<file path="src/sv/hsv2rgb_pkg.sv">
// Package: transaction types and fixed-point constants for the HSV to RGB converter.
`timescale 1ns / 1ps

package hsv2rgb_pkg;

  typedef struct packed {
    logic [13:0] hue;
    logic [7:0]  saturation;
    logic [7:0]  brightness;
    logic [7:0]  alpha_in;
  } in_t;

  typedef struct packed {
    logic [7:0] red;
    logic [7:0] green;
    logic [7:0] blue;
    logic [7:0] alpha_out;
    logic       hue_error;
  } out_t;

  // One 60-degree sector in 1/32 degree units, and the 360-degree limit.
  localparam logic [13:0] SECTOR_UNITS = 14'd1920;
  localparam logic [13:0] HUE_LIMIT    = 14'd11520;
  localparam logic [10:0] SECTOR_K     = 11'd1920;

  // Full-scale denominator 255 * 1920 = 2^7 * 3825, and its half for rounding.
  localparam logic [18:0] FULL_DEN  = 19'd489600;
  localparam logic [26:0] HALF_DEN  = 27'd244800;
  localparam int          DEN_SHIFT = 7;
  localparam logic [19:0] DEN_ODD   = 20'd3825;

  // floor(2^32 / 3825); the estimate is low by at most one.
  localparam logic [20:0] RECIP_M     = 21'd1122867;
  localparam int          RECIP_SHIFT = 32;

  typedef enum logic [2:0] {
    SEC_RED_YELLOW   = 3'd0,
    SEC_YELLOW_GREEN = 3'd1,
    SEC_GREEN_CYAN   = 3'd2,
    SEC_CYAN_BLUE    = 3'd3,
    SEC_BLUE_MAGENTA = 3'd4,
    SEC_MAGENTA_RED  = 3'd5
  } sector_t;

endpackage

</file>
<file path="src/sv/hsv2rgb_lane.sv">
// Channel lane: round(v * (489600 - s*k) / 489600) over four register stages.
`timescale 1ns / 1ps

module hsv2rgb_lane (
  input  logic        clk,
  input  logic [7:0]  sat,
  input  logic [7:0]  val,
  input  logic [10:0] k,
  output logic [7:0]  q
);

  logic [18:0] t_nxt, t_r;
  logic [7:0]  v_r;
  logic [26:0] n;
  logic [19:0] y_nxt, y_r;
  logic [40:0] prod_nxt, prod_r;
  logic [19:0] y_d_r;
  logic [7:0]  q0;
  logic [19:0] rem;
  logic [8:0]  q_sum;
  logic [7:0]  q_nxt, q_r;

  always_comb begin
    t_nxt = hsv2rgb_pkg::FULL_DEN - (19'(sat) * 19'(k));
  end

  // Stage B: numerator with rounding offset; the 2^7 factor of the divisor drops out here.
  always_comb begin
    n     = 27'(v_r) * 27'(t_r) + hsv2rgb_pkg::HALF_DEN;
    y_nxt = n[26:hsv2rgb_pkg::DEN_SHIFT];
  end

  always_comb begin
    prod_nxt = 41'(y_r) * 41'(hsv2rgb_pkg::RECIP_M);
  end

  // Stage D: reciprocal estimate plus one correction step.
  always_comb begin
    q0    = prod_r[hsv2rgb_pkg::RECIP_SHIFT +: 8];
    rem   = y_d_r - 20'(q0) * hsv2rgb_pkg::DEN_ODD;
    q_sum = 9'(q0) + 9'(rem >= hsv2rgb_pkg::DEN_ODD);
    q_nxt = q_sum[8] ? 8'hFF : q_sum[7:0];
  end

  always_ff @(posedge clk) begin
    t_r    <= t_nxt;
    v_r    <= val;
    y_r    <= y_nxt;
    prod_r <= prod_nxt;
    y_d_r  <= y_r;
    q_r    <= q_nxt;
  end

  assign q = q_r;

endmodule

</file>
<file path="src/sv/hsv_to_rgb_converter.sv">
// Top level: pipelined HSV plus alpha to RGBA converter.
// Pipeline: sector split, four lane stages of multiply and constant divide, channel select;
// each stage ends in a register.
// Throughput: one transaction per cycle; busy is always low.
// Reset: synchronous, active low; clears the valid bits so no stale result appears.
`timescale 1ns / 1ps

module hsv_to_rgb_converter (
  input  logic               clk,
  input  logic               rst_n,
  input  logic               start,
  output logic               busy,
  input  hsv2rgb_pkg::in_t   in_data,
  output logic               out_valid,
  output hsv2rgb_pkg::out_t  out_data
);

  localparam int LANE_STAGES = 4;

  typedef struct packed {
    logic                 valid;
    logic                 zero_sat;
    logic                 illegal;
    hsv2rgb_pkg::sector_t sector;
    logic [7:0]           val;
    logic [7:0]           alpha;
  } side_t;

  logic        accept;
  logic [2:0]  sec_cnt;
  logic [13:0] hue_base;
  logic [10:0] frac;
  logic [10:0] kmid_nxt, kmid_r;
  logic [7:0]  sat_r;
  side_t       s1_nxt, s1_r;
  side_t       side_r [LANE_STAGES];
  side_t       s5;
  logic [7:0]  q_mid, q_lo, q_hi;
  hsv2rgb_pkg::out_t out_nxt, out_r;
  logic        out_valid_r;

  assign busy   = 1'b0;
  assign accept = start & ~busy;

  // Stage 1: sector by compare against the sector boundaries, then the fraction.
  always_comb begin
    sec_cnt = 3'd0;
    for (int i = 1; i < 6; i++) begin
      if (in_data.hue >= 14'(i) * hsv2rgb_pkg::SECTOR_UNITS) begin
        sec_cnt = 3'(i);
      end
    end
    hue_base = 14'(sec_cnt) * hsv2rgb_pkg::SECTOR_UNITS;
    frac     = 11'(in_data.hue - hue_base);
    kmid_nxt = sec_cnt[0] ? frac : (hsv2rgb_pkg::SECTOR_K - frac);

    s1_nxt.valid    = accept;
    s1_nxt.zero_sat = (in_data.saturation == 8'd0);
    s1_nxt.illegal  = (in_data.hue >= hsv2rgb_pkg::HUE_LIMIT);
    s1_nxt.sector   = hsv2rgb_pkg::sector_t'(sec_cnt);
    s1_nxt.val      = in_data.brightness;
    s1_nxt.alpha    = in_data.alpha_in;
  end

  always_ff @(posedge clk) begin
    if (!rst_n) begin
      s1_r.valid <= 1'b0;
    end else begin
      s1_r.valid <= s1_nxt.valid;
    end
    s1_r.zero_sat <= s1_nxt.zero_sat;
    s1_r.illegal  <= s1_nxt.illegal;
    s1_r.sector   <= s1_nxt.sector;
    s1_r.val      <= s1_nxt.val;
    s1_r.alpha    <= s1_nxt.alpha;
    kmid_r        <= kmid_nxt;
    sat_r         <= in_data.saturation;
  end

  hsv2rgb_lane u_lane_mid (
    .clk (clk),
    .sat (sat_r),
    .val (s1_r.val),
    .k   (kmid_r),
    .q   (q_mid)
  );

  hsv2rgb_lane u_lane_lo (
    .clk (clk),
    .sat (sat_r),
    .val (s1_r.val),
    .k   (hsv2rgb_pkg::SECTOR_K),
    .q   (q_lo)
  );

  // Side info rides alongside the lanes.
  always_ff @(posedge clk) begin
    for (int i = 0; i < LANE_STAGES; i++) begin
      if (!rst_n) begin
        side_r[i].valid <= 1'b0;
      end else begin
        side_r[i].valid <= (i == 0) ? s1_r.valid : side_r[(i == 0) ? 0 : i - 1].valid;
      end
      side_r[i].zero_sat <= (i == 0) ? s1_r.zero_sat : side_r[(i == 0) ? 0 : i - 1].zero_sat;
      side_r[i].illegal  <= (i == 0) ? s1_r.illegal  : side_r[(i == 0) ? 0 : i - 1].illegal;
      side_r[i].sector   <= (i == 0) ? s1_r.sector   : side_r[(i == 0) ? 0 : i - 1].sector;
      side_r[i].val      <= (i == 0) ? s1_r.val      : side_r[(i == 0) ? 0 : i - 1].val;
      side_r[i].alpha    <= (i == 0) ? s1_r.alpha    : side_r[(i == 0) ? 0 : i - 1].alpha;
    end
  end

  assign s5   = side_r[LANE_STAGES - 1];
  assign q_hi = s5.val;

  // Stage 6: place chroma, secondary and floor per sector; gray and bad hue override.
  always_comb begin
    out_nxt.alpha_out = s5.alpha;
    out_nxt.hue_error = 1'b0;
    unique case (s5.sector)
      hsv2rgb_pkg::SEC_RED_YELLOW: begin
        out_nxt.red = q_hi;  out_nxt.green = q_mid; out_nxt.blue = q_lo;
      end
      hsv2rgb_pkg::SEC_YELLOW_GREEN: begin
        out_nxt.red = q_mid; out_nxt.green = q_hi;  out_nxt.blue = q_lo;
      end
      hsv2rgb_pkg::SEC_GREEN_CYAN: begin
        out_nxt.red = q_lo;  out_nxt.green = q_hi;  out_nxt.blue = q_mid;
      end
      hsv2rgb_pkg::SEC_CYAN_BLUE: begin
        out_nxt.red = q_lo;  out_nxt.green = q_mid; out_nxt.blue = q_hi;
      end
      hsv2rgb_pkg::SEC_BLUE_MAGENTA: begin
        out_nxt.red = q_mid; out_nxt.green = q_lo;  out_nxt.blue = q_hi;
      end
      default: begin
        out_nxt.red = q_hi;  out_nxt.green = q_lo;  out_nxt.blue = q_mid;
      end
    endcase
    if (s5.zero_sat) begin
      out_nxt.red   = s5.val;
      out_nxt.green = s5.val;
      out_nxt.blue  = s5.val;
    end else if (s5.illegal) begin
      out_nxt.red       = 8'd0;
      out_nxt.green     = 8'd0;
      out_nxt.blue      = 8'd0;
      out_nxt.alpha_out = 8'd0;
      out_nxt.hue_error = 1'b1;
    end
  end

  always_ff @(posedge clk) begin
    if (!rst_n) begin
      out_valid_r <= 1'b0;
    end else begin
      out_valid_r <= s5.valid;
    end
    out_r <= out_nxt;
  end

  assign out_valid = out_valid_r;
  assign out_data  = out_r;

endmodule

</file>
<file path="config.mk">
export PLATFORM = sky130hd
export DESIGN_NAME = hsv_to_rgb_converter
export DESIGN_NICKNAME = d
export VERILOG_FILES = /design/src/sv/hsv2rgb_pkg.sv /design/src/sv/hsv2rgb_lane.sv /design/src/sv/hsv_to_rgb_converter.sv
export SDC_FILE = /design/constraint.sdc
export NUM_CORES = 2
export LEC_CHECK = 0
export BUFFER_PORTS_ARGS = -buffer_cell sky130_fd_sc_hd__buf_2
export CORE_MARGIN = 10
export CORE_UTILIZATION = 55
export DETAILED_ROUTE_END_ITERATION = 12
export GPL_ROUTABILITY_DRIVEN = 0
export PLACE_DENSITY_LB_ADDON = 0.2
export SYNTH_ARGS = -nofsm -noshare
export SYNTH_HDL_FRONTEND = slang
export SYNTH_SLANG_ARGS = --single-unit
</file>
<file path="constraint.sdc">
create_clock -name clk -period 7.33 [get_ports clk]
set_input_delay 1.0995 -clock clk [delete_from_list [all_inputs] [get_ports clk]]
set_output_delay 1.0995 -clock clk [all_outputs]
set_load 0.02 [all_outputs]
</file>
**Word-level counts from Yosys, hierarchy flattened**

Memories as Yosys holds them, arrays and structs flattened.
Index checks and enable logic that the tools add are counted.

- Flip-flop bits (word level): 297
- Word-level logic and storage cells: 79
- Memories kept: 1
- Output and inout bits: 35
- Latch bits: 0
- Input bits: 41
- RAM bits: 88
- Bits in read-only memories: 0

Memory list:

| name | depth | width | rd ports | clocked after Yosys merged registers in | write ports | line | RTL |
|---|---|---|---|---|---|---|---|
| side_r | 4 | 22 | 4 | 0 | 4 | hsv_to_rgb_converter.sv:36 | `side_t side_r [LANE_STAGES];` |

- Add/sub/neg operators: 10
- Equality and inequality tests: 4
- $lt $le $gt $ge: 8
- Reductions and logical operators: 2
- Mux-type cells: 16
- Shift-type cells: 0
- Divide/modulo/power cells: 0
- Bitwise gates (word level): 4
- $mul: 9

Operators with widths:

| operator | number |
|---|---|
| $pmux 24 s5 | 1 |
| $mul 20x21->40 const B | 2 |
| $add 27x18->27 const B | 2 |
| $mul 8x19->27 | 2 |
| $ge 20x12->1 const B | 2 |
| $mul 8x12->20 const B | 2 |
| $sub 20x20->20 | 2 |
| $sub 19x19->19 const A | 2 |
| $mux 33 | 1 |
| $ge 14x13->1 const B | 2 |
| $ge 14x14->1 const B | 2 |
| $mux 24 | 1 |
| $mul 8x11->19 | 1 |
| $add 8x1->9 | 2 |
| $ge 14x11->1 const B | 1 |
| $ge 14x12->1 const B | 1 |
| $mul 8x4->12 const B | 1 |
| $mux 11 | 1 |
| $sub 11x11->11 | 1 |
| $sub 11x11->11 const A | 1 |
| $mux 9 | 1 |
| $logic_not 8->1 | 1 |
| $mux 1 | 7 |
| $eq 3x2->1 const B | 2 |
| 7 further kinds | 12 |

**Depth between registers and ports, before layout**

- Word-level depth: 10
- Gate-level depth with buffers: 25
- Depth with buffers taken out: 24

**Hierarchy**

A second synthesis with hierarchy kept.

- Cells, all modules: 4055
- Area, all modules: 39136.3 µm²

Modules (own cells, without submodules):

| module | instances | area an instance (µm²) | cells an instance | seq. area each (µm²) |
|---|---|---|---|---|
| hsv2rgb_lane at u_lane_mid | 1 | 17161.5 | 1809 | 1661.6 |
| hsv2rgb_lane at u_lane_lo | 1 | 16988.8 | 1793 | 1661.6 |
| hsv_to_rgb_converter | 1 | 4986.0 | 453 | 3263.1 |

**Least setup slack after synthesis**

No wires, ideal clock.

- Path kind: flip-flop to flip-flop
- Start: reg u_lane_mid.prod_r[37]
- End: reg u_lane_mid.q_r[0] (netlist: u_lane_mid.q[0])
- Clock period less this slack: 5.833 ns
- Path buffers: 0
- Slack: 1.497 ns
- Library setup time: 0.119 ns
- Required time: 7.211 ns
- Arrival: 5.714 ns
- Stages on the path, launching flop included: 25
- Cell sequence: dfxtp_1 > inv_1 > fa_1 > xor2_1 > ha_1 > a21o_1 > fa_1 > inv_1 > fa_1 > inv_1 > ha_1 > and2b_1 > o21ai_0 > nand4_1 > a2111oi_1 > o21a_1 > o311ai_1 > or4_1 > or4_1 > ha_1 > ha_1 > nand4_1 > inv_1 > nand2_1 > nand2b_1

- Word-level cells in the longest chain between the ends: 4

Ends and longest elaborated chain:

| element | line | RTL |
|---|---|---|
| from (decl) | hsv2rgb_lane.sv:16 | `logic [40:0] prod_nxt, prod_r;` |
| from (signal assigned) | hsv2rgb_lane.sv:49 | `prod_r <= prod_nxt;` |
| $mul 8x12->20 | hsv2rgb_lane.sv:40 | `rem = y_d_r - 20'(q0) * hsv2rgb_pkg::DEN_ODD;` |
| $sub 20x20->20 | hsv2rgb_lane.sv:40 |  |
| $ge 20x12->1 | hsv2rgb_lane.sv:41 | `q_sum = 9'(q0) + 9'(rem >= hsv2rgb_pkg::DEN_ODD);` |
| $add 8x1->9 (*) | hsv2rgb_lane.sv:41 |  |
| to (signal assigned) | hsv2rgb_lane.sv:51 | `q_r <= q_nxt;` |
| to (decl) | hsv2rgb_lane.sv:21 | `logic [7:0] q_nxt, q_r;` |

Mark *: on every way between the ends. The rest lies on a longest branch, timed or not.
A chain may end at the register's enable or synchronous reset.

**Final worst setup path**

Same ends and word-level chain as after synthesis.

==> flow_summary.ini <==
[timing]
layout_worst_path_cycle_share_pct = 87.3
slew_hr_pct = 35.3
rsz0062_at_grt = false
final-max-slew-violation-count = 0
clock-skew-final_ns = 0.0342
final.min_clock_period_ns = 6.40
tightestPinTransition_ns = 0.968
tns_ns = 0
post-route-worst-setup-slack_ns = 0.930
final-setup-viol-count = 0
maxClockFrequency_mhz = 156
final-hold-violation-count = 0

[finish]
layout_cells_sized_above_1_pct = 4.77
flow.area_growth_from_synthesis_pct = 7.46
finish.instance_area_um2 = 37800
num_antenna_cells = 0
nets = 4891

[worst_setup_path]
start_kind = register
path_class = reg2reg
critical_path_required_ns = 7.79
worst-path-buf-inv = 4
reg2regPathDepth = 22
r2r_slack_ns = 0.93
r2r_end = u_lane_mid.q[0]
rr_startpoint = u_lane_mid.prod_r[37]
cp_slowest_cell = fa_1
cpLargestDelayFamily = adder cells
max_stage_delay_ns = 0.70
cp.arrival_ns = 6.86
critical_path.max_fanout = 9
worst_setup_path_startpoint = u_lane_mid.prod_r[37]
path_cells = inv_1, fa_1, fa_1, fa_1, inv_1, fa_1, inv_1, ha_1, and3_1, or4_1, a21oi_1, a2111oi_1, o21a_1, o311ai_1, or4_1, or4_1, ha_1, ha_1, nand4_1, inv_1, nand2_1, nand2b_1
crit_path_end_kind = register

[hold_path]
timing.hold.worst_path_depth = 0
worst_hold_path_type = reg2reg
worstHoldStart = side_r[1][13]
worstHoldEndpoint = side_r[2][13]

[yosys]
synth_adder_area_share_pct = 51.0
synth-compound-area-share_pct = 7.82
synth.avg_cell_area_um2 = 9.67
synthXorXnorAreaFrac_pct = 2.82
syn_nets = 4819
synthMuxAreaShare_pct = 0.630
synth_ff_type = dfxtp_1
synth.yosys.seq_area_share_pct = 17.4
yosys.cell_types.count = 80
mappedNetlistArea_um2 = 35200
ys_warn_count = 0
synth_cells = 3636
main_combinational_cell_family_by_area_after_synthesis = adder cells
post_synth_and_or_nand_nor_area_fraction_pct = 11.0
synth-edff-count = 0
async_flop_share_pct = 0
postSynthRegisterBits = 306

[die]
initial_core_util_pct = 55.6
die_w_um = 273
die_height_um = 273
top_level_ports = 76
die_area_um2 = 74400
row_count = 92
core_region_area_um2 = 63200

[route]
drtPass1Iterations = 7
postRouteAntennaNets = 0
remaining_drc_errors = 0
routedWlPerCell_um = 15.4
vias_per_cell = 5.18
drtIter0Drc = 995
total_vias_in_the_final_route = 23735
wirelength_um = 70600

[global_routing]
global_route.overflow_total = 0
antenna_found_initial = 1
largest_net_degree_at_the_start_of_global_routing = 50
grt.total_usage_pct = 19.6
first_global_vias = 24737
grt_first_pass_wirelength_um = 121000

[clocking]
clock_tree.buffer_depth = 3
htree_levels = 2
holdBufCountCts = 0
clock-sinks = 306
post_cts.repair.setup_buffers = 0
ctsResizeCount = 0
worst_skew_pair.late_latency_ns = 0.58
clock_tree_from_tritoncts = built
cts.clk_slew.worst_paths_ns = 0.06
tritoncts.num_buffers = 38
cts-root-buf = clkbuf_16

[status]
run_status = finished, final reports clean

[placed_design]
dpl-instance-area_um2 = 36500
dp_worst_setup_slack_ns = 0.943
hpwlAfterDp_um = 58600
numPortBuffers = 74

[run]
cap_violations = 0
-- state kept, by name, indices dropped and copies added, names as in the netlist --
name / flops
u_lane_mid.q: 8
u_lane_lo.prod_r: 9
u_lane_lo.q: 8
u_lane_mid.t_r: 19
out_data: 33
u_lane_lo.t_r: 12
side_r: 81
u_lane_mid.y_r: 20
u_lane_mid.prod_r: 9
u_lane_lo.v_r: 7
u_lane_lo.y_d_r: 19
u_lane_mid.y_d_r: 19
sat_r: 8
s1_r: 22
out_valid: 1
kmid_r: 11
u_lane_lo.y_r: 20
-- logic make-up after synthesis --
family	after synthesis
other	1
xor gates and xnor gates	113
muxes	22
DFF	306
and+or+nand+nor	768
buffers and inverters	874
adders and majority gates	1143
AOI/OAI and AO/OA	409
-- layer usage --
| metal | GRT usage [%] | vias up | wire (µm) |
|---|---|---|---|
| li1 | - | 11742 | - |
| met1 | 26.4 | 11484 | 33200 |
| met2 | 32.6 | 429 | 32700 |
| met3 | 3.00 | 80 | 3250 |
| met4 | 4.88 | 0 | 1380 |
| met5 | 0 | - | 0 |
-- per-stage QoR --
step	hold slack, ns	instances	utilization [%]
after global routing	0.326	4578	59.8
final	0.323	4578	59.8
after global placement	0.310	4514	57.7
after CTS	0.322	4578	59.8
after floorplan	0.310	3636	-
after detailed placement	0.312	4514	57.7
-- cell usage after synthesis (16+ instances only) --
master,number,share of area [%]
a21o_1,35,0.75
fa_1,481,27
o211ai_1,24,0.51
nor3_1,41,0.58
mux2i_1,21,0.60
and2_1,189,3.4
a21oi_1,87,1.2
xor2_1,27,0.67
nor2_1,99,1.1
o21ai_0,93,1.3
inv_1,818,8.7
nand2_1,264,2.8
nand4_1,18,0.32
and3_1,16,0.28
dfxtp_1,306,17
nand3_1,34,0.48
o21a_1,27,0.58
ha_1,661,24
clkbuf_1,50,0.53
nand2b_1,33,0.59
xnor2_1,86,2.1
-- cell type report --
type | instances | area [µm²]
Tap cell | 846 | 1060
Clock buffer | 49 | 1070
Fill cell | 5390 | 25400
Timing Repair Buffer | 87 | 480
Multi-Input combinational cell | 2456 | 25700
Clock inverter | 15 | 235
Sequential cell | 306 | 6130
Inverter | 819 | 3070
-- cell usage in the layout, fill, tap and decap left out, drive strengths merged, types with 37 or more instances in the layout --
cell type  count
nor3          41
a21o          37
o21ai         96
nand2        264
xnor2         86
a21oi         88
ha           661
fa           481
inv          819
clkbuf        49
nor2          99
dfxtp        306
and2         189
buf           87
-- how the worst max path moves through the flow --
stage | end | slack [ns] | cells past startpoint
3_3_place_gp | u_lane_mid.q[0] | 1.05 | 24
3_5_place_dp | u_lane_mid.q[0] | 0.94 | 24
5_1_grt | u_lane_mid.q[4] | 0.47 | 24
6_report | u_lane_mid.q[0] | 0.93 | 22
2_1_floorplan | u_lane_mid.q[0] | 1.50 | 24
4_1_cts | u_lane_mid.q[0] | 0.95 | 24
Power is not shown: default switching activity piles up to over one toggle a cycle in this logic, so the estimate is an artifact.
